==> config.mk <==
export PLATFORM = sky130hd
export DESIGN_NAME = pssim_div
export DESIGN_NICKNAME = d
export VERILOG_FILES = /design/src/pssim_pkg.sv /design/src/pssim_div.sv
export SDC_FILE = /design/constraint.sdc
export NUM_CORES = 1
export LEC_CHECK = 0
export BUFFER_PORTS_ARGS = -buffer_cell sky130_fd_sc_hd__buf_2
export CORE_MARGIN = 1
export CORE_UTILIZATION = 65
export CTS_BUF_LIST = sky130_fd_sc_hd__clkbuf_4 sky130_fd_sc_hd__clkbuf_8 sky130_fd_sc_hd__clkbuf_16
export CTS_CLUSTER_SIZE = 16
export DETAILED_ROUTE_END_ITERATION = 6
export GPL_TIMING_DRIVEN = 0
export PLACE_DENSITY = 0.86
export SLEW_MARGIN = 10
export SYNTH_ARGS = -nofsm -noshare
export SYNTH_HDL_FRONTEND = slang
export SYNTH_SLANG_ARGS = --single-unit
export TNS_END_PERCENT = 20
==> constraint.sdc <==
create_clock -name aclk -period 14.8 [get_ports aclk]
set_input_delay 1.48 -clock aclk [delete_from_list [all_inputs] [get_ports aclk]]
set_output_delay 1.48 -clock aclk [all_outputs]
set_load 0.05 [all_outputs]
==> src/pssim_pkg.sv <==
// Shared types, constants and helpers for the pairwise shared-weight similarity block.
// Used by pssim_div and pairwise_shared_weight_similarity; no dependencies.
`default_nettype none

package pssim_pkg;

    // Command codes carried on s_tuser
    localparam logic CMD_WRITE = 1'b0;
    localparam logic CMD_QUERY = 1'b1;

    // Configuration register indexes
    localparam logic REG_ROWS_IN_USE = 1'b0;
    localparam logic REG_THRESHOLD   = 1'b1;

    // Status codes carried on m_tuser
    localparam logic STAT_OK  = 1'b0;
    localparam logic STAT_ERR = 1'b1;

    localparam int ROWS_REG_W = 7;
    localparam int THR_W      = 16;
    localparam int WORD_W     = 32;

    localparam logic [ROWS_REG_W-1:0] ROWS_RESET = 7'd64;
    localparam logic [THR_W-1:0]      THR_RESET  = 16'd0;

    // Q15.16 constants and saturation limits
    localparam logic [WORD_W-1:0] Q_ONE   = 32'h0001_0000;
    localparam logic [WORD_W-1:0] SIM_MAX = 32'h7FFF_FFFF;
    localparam logic [WORD_W-1:0] SIM_MIN = 32'h8000_0000;

    // Quotient bits produced by the divider once overflow is ruled out
    localparam int QUO_BITS = 31;

    // Divider result handed back to the sequencer
    typedef struct packed {
        logic              done;
        logic [WORD_W-1:0] quotient;
    } div_res_t;

    // Element counts as present when its magnitude is strictly above the threshold
    function automatic logic is_present(input logic signed [WORD_W-1:0] w,
                                        input logic [THR_W-1:0] thr);
        logic signed [WORD_W+1:0] wx;
        logic signed [WORD_W+1:0] tx;
        wx = (WORD_W+2)'(w);
        tx = $signed({{(WORD_W+2-THR_W){1'b0}}, thr});
        return (wx > tx) || (wx < -tx);
    endfunction

endpackage

`default_nettype wire

==> src/pssim_div.sv <==
// Iterative signed divider: (num * 2^16) / den, truncated toward zero, saturated to 32 bits.
// Depends on pssim_pkg; one restoring subtract per cycle, then done.
`default_nettype none

module pssim_div #(
    parameter int ACC_W = 39
) (
    input  wire logic                    aclk,
    input  wire logic                    aresetn,
    input  wire logic                    start,
    input  wire logic signed [ACC_W-1:0] num,   // held stable until done
    input  wire logic signed [ACC_W-1:0] den,   // nonzero, held stable until done
    output pssim_pkg::div_res_t          res
);

    typedef enum logic [1:0] {D_IDLE, D_MAG, D_CHECK, D_STEP} dstate_t;

    localparam int CNT_W = $clog2(pssim_pkg::QUO_BITS);

    dstate_t                          state_reg;
    logic [CNT_W-1:0]                 step_reg;
    logic                             done_reg;
    logic [pssim_pkg::WORD_W-1:0]     result_reg;
    logic                             neg_reg;
    logic [ACC_W-1:0]                 num_mag_reg;
    logic [ACC_W-1:0]                 den_mag_reg;
    logic [ACC_W-1:0]                 rem_reg;
    logic [pssim_pkg::QUO_BITS-1:0]   quo_reg;

    logic [ACC_W:0]                   shifted;
    logic [ACC_W:0]                   trial;
    logic [ACC_W-1:0]                 rem_next;
    logic [pssim_pkg::QUO_BITS-1:0]   quo_next;
    logic                             ovf;
    logic [pssim_pkg::WORD_W-1:0]     signed_quo;

    // One restoring step: shift in the next dividend bit, try the subtract
    always_comb begin
        shifted = {rem_reg, quo_reg[pssim_pkg::QUO_BITS-1]};
        trial   = shifted - {1'b0, den_mag_reg};
        if (!trial[ACC_W]) begin
            rem_next = trial[ACC_W-1:0];
            quo_next = {quo_reg[pssim_pkg::QUO_BITS-2:0], 1'b1};
        end else begin
            rem_next = shifted[ACC_W-1:0];
            quo_next = {quo_reg[pssim_pkg::QUO_BITS-2:0], 1'b0};
        end
    end

    // |num| * 2^16 >= |den| * 2^31 means the quotient leaves the 32-bit range
    assign ovf = {15'b0, num_mag_reg} >= {den_mag_reg, 15'b0};

    assign signed_quo = neg_reg ? (32'd0 - {1'b0, quo_next}) : {1'b0, quo_next};

    // Sequencer and datapath registers
    always_ff @(posedge aclk) begin
        if (!aresetn) begin
            state_reg <= D_IDLE;
            done_reg  <= 1'b0;
            step_reg  <= '0;
        end else begin
            done_reg <= 1'b0;
            unique case (state_reg)
                D_IDLE: begin
                    if (start) begin
                        state_reg <= D_MAG;
                    end
                end
                D_MAG: begin
                    num_mag_reg <= num[ACC_W-1] ? $unsigned(-num) : $unsigned(num);
                    den_mag_reg <= den[ACC_W-1] ? $unsigned(-den) : $unsigned(den);
                    neg_reg     <= num[ACC_W-1] ^ den[ACC_W-1];
                    state_reg   <= D_CHECK;
                end
                D_CHECK: begin
                    if (ovf) begin
                        result_reg <= neg_reg ? pssim_pkg::SIM_MIN : pssim_pkg::SIM_MAX;
                        done_reg   <= 1'b1;
                        state_reg  <= D_IDLE;
                    end else begin
                        rem_reg   <= ACC_W'(num_mag_reg >> 15);
                        quo_reg   <= {num_mag_reg[14:0], 16'b0};
                        step_reg  <= '0;
                        state_reg <= D_STEP;
                    end
                end
                D_STEP: begin
                    rem_reg  <= rem_next;
                    quo_reg  <= quo_next;
                    step_reg <= step_reg + 1'b1;
                    if (step_reg == CNT_W'(pssim_pkg::QUO_BITS - 1)) begin
                        result_reg <= signed_quo;
                        done_reg   <= 1'b1;
                        state_reg  <= D_IDLE;
                    end
                end
                default: state_reg <= D_IDLE;
            endcase
        end
    end

    assign res.done     = done_reg;
    assign res.quotient = result_reg;

endmodule

`default_nettype wire

### Word level (Yosys, flattened, before mapping)

Cells that the tools add are included.

* add/sub/neg operators: 5
* mux-type cells: 22
* bitwise gates (word level): 1
* order comparisons: 1
* reduce and logical (&&, ||, !) cells: 7
* equal/unequal tests: 8

Operators by type and width (number)
* 32-bit 2-to-1 mux: 4
* 39-bit 2-to-1 mux: 2
* 39-bit negator: 2
* 39-bit one-hot mux with 2 select lines: 1
* 38-bit 2-to-1 mux: 2
* 32-bit one-hot mux with 2 select lines: 1
* 31-bit one-hot mux with 2 select lines: 1
* 39-bit by 54-bit >= comparator with 1-bit output: 1
* 40-bit by 39-bit subtractor with 40-bit output: 1
* 1-bit by 31-bit subtractor with 32-bit output (first input constant): 1
* 31-bit 2-to-1 mux: 1
* 5-bit one-hot mux with 2 select lines: 1
* 2-bit != test (second input constant): 4
* 2-bit one-hot mux with 4 select lines: 1
* 2-bit 2-to-1 mux: 3
* 2-bit AND reduction: 3
* 5-bit by 1-bit adder with 5-bit output (second input constant): 1
* 5-bit == test (second input constant): 1
* 5-bit 2-to-1 mux: 1
* 2-bit == test (second input constant): 2
* 4-bit AND reduction: 1
* 1-bit 2-to-1 mux: 3
* 3-bit AND reduction: 1
* 2-bit by 1-bit == test with 1-bit output (second input constant): 1
* other kinds (4): 4

* register bits after elaboration: 189
* input bits: 81
* output and inout bits: 33
* word-level logic and storage cells: 55

### Logic depth before layout (Yosys ltp)

Gate-level depths: netlist of run 1.

* depth after elaboration: 6
* gate-level depth with buffers: 23
* gate-level depth less buffers: 18

### Worst setup path after synthesis of run 1

No wires, ideal clock.

* path kind: reg2reg
* start point: register num_mag_reg[27]
* end point: register quo_reg[0] (netlist name) (enable)
* data required time: 14.294 ns
* arrival time: 5.100 ns
* setup time: 0.506 ns
* path slack: 9.194 ns
* clock period less this slack: 5.606 ns
* cell stages (with the launch flop): 11
* buffers on the path: 0
* path through: edfxtp_1 > ha_1 > a21o_1 > a21o_1 > a21o_1 > a21o_1 > a21oi_1 > o211ai_1 > nor2b_1 > o21ai_0 > nor2b_1

* word-level cells in the longest chain between the ends: 3

Ends and longest elaborated chain
* start, declared: line pssim_div.sv:25 `logic [ACC_W-1:0] num_mag_reg;`
* start signal, assigned: line pssim_div.sv:70 `num_mag_reg <= num[ACC_W-1] ? $unsigned(-num) : $unsigned(num);`
* 39-bit by 54-bit >= comparator with 1-bit output: line pssim_div.sv:51 `assign ovf = {15'b0, num_mag_reg} >= {den_mag_reg, 15'b0};`
* 2-bit != test (no line)
* 3-bit AND reduction (no line)
* end signal, assigned: line pssim_div.sv:82 `quo_reg <= {num_mag_reg[14:0], 16'b0};`
* end signal, assigned: line pssim_div.sv:89 `quo_reg <= quo_next;`
* end, declared: line pssim_div.sv:28 `logic [pssim_pkg::QUO_BITS-1:0] quo_reg;`

Every way passes these cells.
A chain may end at the register's enable or synchronous reset.

### Worst setup path in the final report of run 1

* start point: register den_mag_reg[13]
* end point: register result_reg[26] (netlist name) (data pin)

* word-level cells in the longest chain between the ends: 6

Ends and longest elaborated chain
* start, declared: line pssim_div.sv:26 `logic [ACC_W-1:0] den_mag_reg;`
* start signal, assigned: line pssim_div.sv:71 `den_mag_reg <= den[ACC_W-1] ? $unsigned(-den) : $unsigned(den);`
* 40-bit by 39-bit subtractor with 40-bit output: line pssim_div.sv:40 `trial = shifted - {1'b0, den_mag_reg};`
* 1-bit 2-to-1 mux: line pssim_div.sv:41 `if (!trial[ACC_W]) begin`
* 1-bit by 31-bit subtractor with 32-bit output: line pssim_div.sv:53 `assign signed_quo = neg_reg ? (32'd0 - {1'b0, quo_next}) : {1'b0, quo_next};`
* 32-bit 2-to-1 mux: line pssim_div.sv:53
* 32-bit 2-to-1 mux: line pssim_div.sv:91 `if (step_reg == CNT_W'(pssim_pkg::QUO_BITS - 1)) begin`
* 32-bit one-hot mux with 2 select lines: line pssim_div.sv:63 `unique case (state_reg)`
* end signal, assigned: line pssim_div.sv:77 `result_reg <= neg_reg ? pssim_pkg::SIM_MIN : pssim_pkg::SIM_MAX;`
* end signal, assigned: line pssim_div.sv:92 `result_reg <= signed_quo;`
* end, declared: line pssim_div.sv:23 `logic [pssim_pkg::WORD_W-1:0] result_reg;`

Every way passes these cells. The select of a mux whose other input is x is not followed.

==> impl_metrics.tcl, run 1 <==
set metrics [dict create \
    status "finished with violations" \
    violations "design-rule violations" \
    final_common_cell "nand2_1" \
    synth_seq_cells 189 \
    cp_common_cell "clkbuf_1" \
    swShare 0.297 \
    ys_seq_area_frac 0.452 \
    top_usage_layer "met2" \
    power.internal_uw 958 \
    hp-class "register to register" \
    fin_crit_ps 6570 \
    hold_viol 0 \
    hold-path-cell-count 2 \
    wl_per_cell_um 19.6 \
    antenna_found_initial 1 \
    chipWidth_um 140 \
    crit_type "register to register" \
    hold_buffers 0 \
    cts_tree "done" \
    globalRouteTotalUtil 0.344 \
    syn_avg_cell_area_um2 9.50 \
    numCtsBuffers 17 \
    fin_tns_setup_ps 0 \
    power_frac_seq 0.468 \
    r2r_setup_slack_ps 8230 \
    root_buffer "clkbuf_16" \
    power_density_mw_per_mm2 97.5 \
    yosysWarnings 0 \
    crit_chain "inv_1 -> ha_1 -> clkbuf_1 -> and4_1 -> o2111ai_1 -> a31o_2 -> a211oi_1 -> o211a_1 -> o21ai_1 -> and2_1 -> clkbuf_1 -> inv_2 -> clkbuf_1 -> ha_1 -> nor2b_1 -> and2_1 -> clkbuf_1 -> nand2_1 -> or2_2 -> nor4_1 -> mux2i_1 -> o22ai_1" \
    r2r-end "result_reg[26]" \
    routed_wl_um 33000 \
    grtUsageMet2 0.590 \
    syn_area_mm2 0.0124 \
    cp_slowest_cell "a211oi_1" \
    synth_top_family_by_area "simple AND/OR/NAND/NOR gates" \
    dp_hpwl_um 24300 \
    drt_iter0_drc 1297 \
    max_stage_delay_ps 550 \
    drtAntennaViolNets 0 \
    maxSlewViolCount 0 \
    use_met1 0.421 \
    insertion_delay_ps 450 \
    die_area_mm2 0.0196 \
    worstMarginPinSlew_ps 858 \
    cts_buffer_depth 2 \
    final_cell_mix "nand2_1 (192), edfxtp_1 (181), buf_2 (114)" \
    pwr-share-clk 0.339 \
    antennaDiodeCount 0 \
    viasPerCell 6.49 \
    place_inst 1656 \
    syn_inst 1304 \
    switchingPower_uw 405 \
    synth_edf_count 181 \
    setup_viol 0 \
    die_h_um 140 \
    fmax_mhz 152 \
    cp_data_required_time_ps 14970 \
    drive_gt1_frac 0.119 \
    synth-main-ff-cell "edfxtp_1" \
    yosysUniqueCellTypes 70 \
    ir_drop_mv 0.0810 \
    syn_to_final_growth_pct 12.8 \
    crit_arrival_ps 6740 \
    cts_num_sinks 189 \
    route.detailed.drc 11 \
    start_util 0.662 \
    grt_max_degree 48 \
    cp.buffers_inverters 6 \
    yosys.area_share.simple 0.195 \
    syn-num-nets 1454 \
    relSlewSlack 0.423 \
    min_from "step_reg[1]" \
    cts_resized 0 \
    grtUsageMet3 0.0591 \
    r2r_cells 22 \
    min_to "step_reg[1]" \
    leakage_uw 0.00533 \
    vias 11000 \
    io_pins 114 \
    cts.htree.levels 4 \
    io_buffers 113 \
    grt_overflow 0 \
    cts.clk_slew.worst_paths_ps 80 \
    grt_pass1_wl_um 52700 \
    synth-compound-area-share 0.166 \
    dr.pass1.iters 7 \
    clock_skew_ps 12.0 \
    rows 50 \
    r2r_start "den_mag_reg[13]" \
    fp.coreArea_mm2 0.0187 \
    routabilityCongestion 0.928 \
    path_max_fanout 10 \
    synthAdderAreaFrac 0.0703 \
    cp-start-kind "register" \
    async_flop_share 0 \
    endpoint_kind "register" \
    combPwrFrac 0.193 \
    num-nets-final 1591 \
    cts_setup_buffers 0 \
    nFillCells 1283 \
    synth_mux_area_frac 0.0113 \
    synthXorXnorAreaFrac 0.0679 \
    rsz0062_at_grt "no" \
    grt_pass1_vias 10500 \
    fin_crit_sh 0.444 \
    maxCapViolations 0 \
    path_delay_family "simple AND/OR/NAND/NOR gates" \
    final_cells 1688 \
]
==> cell usage after synthesis, types with 5 or more instances <==
cell | count | area, um^2
nand2b_1 | 17 | 106
edfxtp_1 | 181 | 5440
nor2_1 | 89 | 334
o21a_1 | 9 | 67.6
o41ai_1 | 10 | 87.6
or3_1 | 25 | 156
nor4b_1 | 10 | 87.6
a21oi_1 | 84 | 420
nand2_1 | 192 | 721
clkbuf_1 | 44 | 165
xor2_1 | 6 | 52.6
dfxtp_1 | 8 | 160
or4_4 | 5 | 56.3
mux2i_1 | 14 | 140
xnor2_1 | 90 | 788
inv_1 | 70 | 263
o211ai_1 | 6 | 45.0
ha_1 | 68 | 851
a31oi_1 | 37 | 231
nor4_1 | 14 | 87.6
o22ai_1 | 7 | 43.8
nand3b_1 | 5 | 37.5
o2111ai_1 | 5 | 43.8
and2_1 | 7 | 43.8
nor2b_1 | 15 | 93.8
o21ai_0 | 71 | 355
nand4_1 | 15 | 93.8
or2_2 | 6 | 37.5
a211oi_1 | 8 | 60.1
nor3_1 | 33 | 165
nand3_1 | 16 | 80.1
a21boi_0 | 7 | 52.6
a21o_1 | 19 | 143
or4_1 | 13 | 97.6
and3_1 | 20 | 125
o31ai_1 | 20 | 150
==> area by class of cell <==
type / count / area, um^2 / share of cell area
multi-input combinational: 994 / 6360 / 0.455
inverter: 72 / 270 / 0.0193
clock inverter: 15 / 155 / 0.0111
tap: 234 / 293 / 0.0209
clock buffer: 17 / 425 / 0.0304
timing repair buffer: 118 / 688 / 0.0492
buffer: 49 / 189 / 0.0135
sequential: 189 / 5600 / 0.400
==> worst min-delay path, cell delays in order, from the launching register on <==
cell	delay, ps
dfxtp_1	340
a21oi_1	130
nor2b_1	50
==> per-layer routing <==
metal	routed length [um]	vias to the layer above	part of all wire
met3	2550	129	0.077
met2	16100	575	0.49
li1	-	5088	-
met4	1460	2	0.044
met5	13	-	0.00039
met1	12900	5168	0.39
==> metrics by stage <==
| stage | worst slack (ps) | instance area, um^2 | total power [uW] | hold WS [ps] | utilization |
|---|---|---|---|---|---|
| 6_report | 8230 | 14000 | 1360 | 568 | 0.747 |
| 5_1_grt | 7920 | 14000 | 1410 | 598 | 0.747 |
| 4_1_cts | 8370 | 14000 | 1360 | 570 | 0.747 |
| 3_5_place_dp | 8460 | 13400 | 905 | 550 | 0.716 |
| 3_3_place_gp | 7080 | 13200 | 893 | 534 | 0.708 |
| 2_1_floorplan | 9190 | 12400 | 819 | 507 | - |
==> worst max path at each step <==
stage               startpoint  slack [ps]             end  cells past startpoint
6_report       den_mag_reg[13]        8230  result_reg[26]                     22
5_1_grt        den_mag_reg[13]        7920  result_reg[26]                     22
4_1_cts        den_mag_reg[13]        8370  result_reg[26]                     22
3_5_place_dp   den_mag_reg[13]        8460  result_reg[26]                     22
3_3_place_gp    den_mag_reg[1]        7080      rem_reg[7]                     11
2_1_floorplan  num_mag_reg[27]        9190      quo_reg[0]                     10
==> power by group through the flow <==
stage          registers [uW]  clock network (uW)  logic, uW
2_1_floorplan             645                   0        174
3_3_place_gp              652                   0        241
3_5_place_dp              649                   0        256
4_1_cts                   637                 459        259
5_1_grt                   640                 479        288
6_report                  638                 462        263
==> cell families (layout without fill, tap and decap cells) <==
logic type,count (synthesis),after routing
mux,14,14
flops,189,189
simple gates,493,493
xor+xnor,96,96
buf+inv,121,271
fa+ha+maj,69,69
compound gates,322,322
(Power assumes the default switching activity.)
==> inputs of run 2 (changes only) <==
--- a/config.mk
+++ b/config.mk
@@ -7,12 +7,12 @@
 export LEC_CHECK = 0
 export BUFFER_PORTS_ARGS = -buffer_cell sky130_fd_sc_hd__buf_2
 export CORE_MARGIN = 1
-export CORE_UTILIZATION = 65
+export CORE_UTILIZATION = 55
 export CTS_BUF_LIST = sky130_fd_sc_hd__clkbuf_4 sky130_fd_sc_hd__clkbuf_8 sky130_fd_sc_hd__clkbuf_16
 export CTS_CLUSTER_SIZE = 16
 export DETAILED_ROUTE_END_ITERATION = 6
 export GPL_TIMING_DRIVEN = 0
-export PLACE_DENSITY = 0.86
+export PLACE_DENSITY = 0.78
 export SLEW_MARGIN = 10
 export SYNTH_ARGS = -nofsm -noshare
 export SYNTH_HDL_FRONTEND = slang
==> constraint.sdc (replaced) <==
create_clock -name aclk -period 5.3 [get_ports aclk]
set_input_delay 0.53 -clock aclk [delete_from_list [all_inputs] [get_ports aclk]]
set_output_delay 0.53 -clock aclk [all_outputs]
set_load 0.05 [all_outputs]
==> impl_metrics.tcl, run 2 (same netlist as run 1, synthesis figures left out) <==
set metrics [dict create \
    power_density_mw_per_mm2 271 \
    place_area_mm2 0.0135 \
    maxSlewViolCount 0 \
    num-nets-final 1589 \
    maxCapViolations 0 \
    max_stage_delay_ps 420 \
    die_area_mm2 0.0231 \
    fin_crit_ps 5010 \
    relSlewSlack 0.354 \
    insertion_delay_ps 450 \
    rsz0062_at_grt "no" \
    leakage_uw 0.00535 \
    fp.coreArea_mm2 0.0220 \
    antennaDiodeCount 0 \
    numCtsBuffers 17 \
    drt_iter0_drc 1173 \
    cp_data_required_time_ps 5480 \
    grt_max_degree 42 \
    hp-class "input port to register" \
    ir_drop_mv 0.228 \
    finalInstanceArea_mm2 0.0141 \
    viasPerCell 6.22 \
    grt_pass1_wl_um 52400 \
    rows 54 \
    chipWidth_um 152 \
    crit_chain "ha_1 -> a211oi_1 -> o211ai_1 -> a211oi_2 -> a211oi_2 -> o211a_1 -> or3_1 -> clkbuf_1 -> and2_2 -> bufinv_8 -> ha_1 -> nor2b_4 -> and2_2 -> nand2_1 -> or2_2 -> nor3_1 -> mux2i_1 -> o22ai_1" \
    hold_slack_ps 285 \
    endpoint_kind "register" \
    dp_hpwl_um 24100 \
    vias 10800 \
    crit_type "register to register" \
    io_buffers 113 \
    routed_wl_um 32400 \
    grt_overflow 0 \
    final_cell_mix "nand2_1 (192), edfxtp_1 (181), buf_2 (114)" \
    syn_to_final_growth_pct 13.6 \
    cts_num_sinks 189 \
    path_max_fanout 7 \
    start_util 0.564 \
    setup_viol 0 \
    fin_tns_setup_ps 0 \
    fmax_mhz 199 \
    crit_arrival_ps 5190 \
    status "finished with violations" \
    routabilityCongestion 0.934 \
    cts.htree.levels 4 \
    cp-start-kind "register" \
    cts_buffer_depth 2 \
    hold_viol 0 \
    path_delay_family "simple AND/OR/NAND/NOR gates" \
    final_common_cell "nand2_1" \
    violations "design-rule violations" \
    fin_crit_sh 0.946 \
    clock_skew_ps 12.1 \
    antenna_found_initial 0 \
    die_h_um 152 \
    drtAntennaViolNets 0 \
    root_buffer "clkbuf_16" \
    cp_slowest_cell "edfxtp_1" \
    io_pins 114 \
    dr.pass1.iters 7 \
    drive_gt1_frac 0.124 \
    power_uw 3810 \
    wl_per_cell_um 18.7 \
    nFillCells 1786 \
    route.detailed.drc 13 \
    globalRouteTotalUtil 0.286 \
    cp.buffers_inverters 2 \
    grt_pass1_vias 10300 \
    cts.clk_slew.worst_paths_ps 80 \
    cts_tree "done" \
    worstMarginPinSlew_ps 960 \
]
-- run 2: worst paths after layout --
check             startpoint             end  slack (ps)  depth (start not counted)
max reg2reg       rem_reg[7]  result_reg[30]         290                         18
min reg2reg  num_mag_reg[11]     quo_reg[27]         560                          2
max               rem_reg[7]  result_reg[30]         290                         18
min                   den[0]  den_mag_reg[0]         280                          1
-- run 2: power by group --
| part | switching [uW] | internal, uW |
|---|---|---|
| logic | 455 | 279 |
| registers | 47.1 | 1730 |
| clock network | 661 | 634 |
| total | 1160 | 2650 |
-- run 2: stage by stage --
step,cells,setup slack [ps],util
6_report,1732,286,0.641
5_1_grt,1732,17.1,0.641
4_1_cts,1733,62.9,0.641
3_5_place_dp,1702,-960,0.613
3_3_place_gp,1697,-891,0.606
2_1_floorplan,1304,410,-
-- run 2: cell type report --
cell class | instances | area, um^2 | area share
Buffer | 46 | 178 | 0.0126
Sequential cell | 189 | 5600 | 0.397
Timing Repair Buffer | 119 | 696 | 0.0494
Clock inverter | 15 | 164 | 0.0116
Clock buffer | 17 | 425 | 0.0302
Inverter | 72 | 284 | 0.0202
Multi-Input combinational cell | 994 | 6390 | 0.454
Tap cell | 280 | 350 | 0.0249
-- run 2: per-layer routing --
| metal | up-vias | wire (um) | global-route usage |
|---|---|---|---|
| li1 | 5088 | - | - |
| met1 | 5131 | 13500 | 0.370 |
| met2 | 473 | 15800 | 0.486 |
| met3 | 82 | 2140 | 0.0422 |
| met4 | 0 | 924 | 0.111 |
| met5 | - | 0 | 0 |
-- run 2: repair_timing --
action                                  in CTS  in global routing
setup buffers                                1                  0
gates cloned                                 0                  0
endpoints found under the setup margin      10                  4
hold buffers                                 0                  0
resized for setup                            6                  3
==> inputs of run 3 (changes only) <==
--- a/config.mk
+++ b/config.mk
@@ -13,7 +13,7 @@
 export DETAILED_ROUTE_END_ITERATION = 6
 export GPL_TIMING_DRIVEN = 0
 export PLACE_DENSITY = 0.78
-export SLEW_MARGIN = 10
+export REMOVE_ABC_BUFFERS = 1
 export SYNTH_ARGS = -nofsm -noshare
 export SYNTH_HDL_FRONTEND = slang
 export SYNTH_SLANG_ARGS = --single-unit
==> impl_metrics.tcl, run 3 (same netlist as run 1, synthesis figures left out) <==
set metrics [dict create \
    power_density_mw_per_mm2 270 \
    cp-start-kind "register" \
    io_pins 114 \
    grt_overflow 0 \
    power_uw 3760 \
    violations "design-rule violations" \
    fin_crit_sh 0.954 \
    final_cell_mix "nand2_1 (191), edfxtp_1 (181), buf_2 (113)" \
    r2r_start "den_mag_reg[24]" \
    clock_skew_ps 16.0 \
    dp_hpwl_um 20900 \
    antenna_found_initial 0 \
    grt_pass1_vias 9614 \
    dp_slack_ps -886 \
    worstMarginPinSlew_ps 1110 \
    fmax_mhz 198 \
    insertion_delay_ps 450 \
    routabilityCongestion 0.932 \
    drive_gt1_frac 0.131 \
    setup_viol 0 \
    relSlewSlack 0.252 \
    rsz0062_at_grt "no" \
    num-nets-final 1546 \
    crit_arrival_ps 5210 \
    globalRouteTotalUtil 0.256 \
    drt_iter0_drc 1200 \
    path_max_fanout 45 \
    fin_crit_ps 5060 \
    cts_buffer_depth 2 \
    grt_max_degree 52 \
    cts_num_sinks 189 \
    route.detailed.drc 24 \
    numCtsBuffers 17 \
    die_area_mm2 0.0231 \
    drtAntennaViolNets 0 \
    wl_per_cell_um 17.5 \
    ir_drop_mv 0.190 \
    worst_slack_ps 243 \
    maxSlewViolCount 0 \
    vias 10300 \
    rows 54 \
    place_inst 1653 \
    grt_pass1_wl_um 47500 \
    min_from "den[0]" \
    die_h_um 152 \
    leakage_uw 0.00530 \
    dr.pass1.iters 7 \
    chipWidth_um 152 \
    nFillCells 1746 \
    fp.coreArea_mm2 0.0220 \
    hold_viol 0 \
    syn_to_final_growth_pct 12.5 \
    routed_wl_um 29600 \
    maxCapViolations 0 \
    cts.htree.levels 4 \
    cts.clk_slew.worst_paths_ps 80 \
    endpoint_kind "register" \
    start_util 0.564 \
    cp_data_required_time_ps 5450 \
    viasPerCell 6.11 \
    status "finished with violations" \
    multi_input_area_mm2 0.00641 \
    seq_area_mm2 0.00560 \
    crit_type "register to register" \
    final_cells 1691 \
    io_buffers 113 \
    crit_start "den_mag_reg[24]" \
    hold_buffers 0 \
    root_buffer "clkbuf_16" \
    cts_tree "done" \
    hp-class "input port to register" \
    final_common_cell "nand2_1" \
]
==> run 3: changes by cell type in the layout (fill, tap and decap cells not counted), sizes merged <==
cell	change
and2	+2
buf	-4
bufinv	-1
clkbuf	-41
clkinv	+1
clkinvlp	+1
diode	+2
inv	-1
==> run 3: through the flow <==
stage | area (um^2) | setup TNS (ps) | util | hold WS [ps]
global route | 13900 | 0 | 0.635 | 299
CTS | 13900 | 0 | 0.632 | 288
detailed placement | 13300 | -5260 | 0.604 | 542
finish | 13900 | 0 | 0.635 | 297
global placement | 13100 | -207430 | 0.597 | 529
floorplan | 12200 | -21420 | - | 507
==> run 3: final cells by class <==
type                            instances  area share
Tap cell                              280      0.0251
Antenna cell                            2    0.000359
Inverter                               72      0.0203
Multi-Input combinational cell        996       0.460
Sequential cell                       189       0.401
Clock buffer                           17      0.0305
Clock inverter                         15      0.0112
Timing Repair Buffer                  120      0.0513
==> run 3: routing by layer <==
layer | part of all wire | track usage | up-vias
li1 | - | - | 4992
met2 | 0.47 | 0.422 | 367
met3 | 0.061 | 0.0385 | 56
met5 | 0 | 0 | -
met4 | 0.022 | 0.0826 | 0
met1 | 0.45 | 0.348 | 4919
==> run 3: power breakdown <==
part	internal, uW	switching [uW]	total, uW
clock	629	646	1280
sequential	1730	56.7	1790
combinational	274	421	695
==> run 3: worst paths after layout <==
kind                                        to  slack, ps  depth (start not counted)
worst max-delay path            result_reg[28]        240                         18
worst min-delay path            den_mag_reg[0]        300                          1
worst max register to register  result_reg[28]        240                         18
worst min register to register     quo_reg[27]        550                          2
==> run 3: repair_timing <==
action                     4_1_cts  5_1_grt
gates resized for setup          6        5
pin swaps                        0        1
gates cloned                     1        1
buffers inserted                 0        1
setup endpoints to repair       12        4
==> run 3: critical path: stages, from the launching register on <==
cell      delay (ps)
edfxtp_1         400
inv_1            120
ha_1             300
a21o_1           210
a21oi_1          240
o21ai_0          140
a221o_1          400
o211a_1          260
or3_4            410
and2_4           200
inv_12           170
ha_1             280
nor2b_2          270
and2_1           280
nand2_1          100
or2_2            330
nor3_1           270
mux2i_1          240
o22ai_1           90
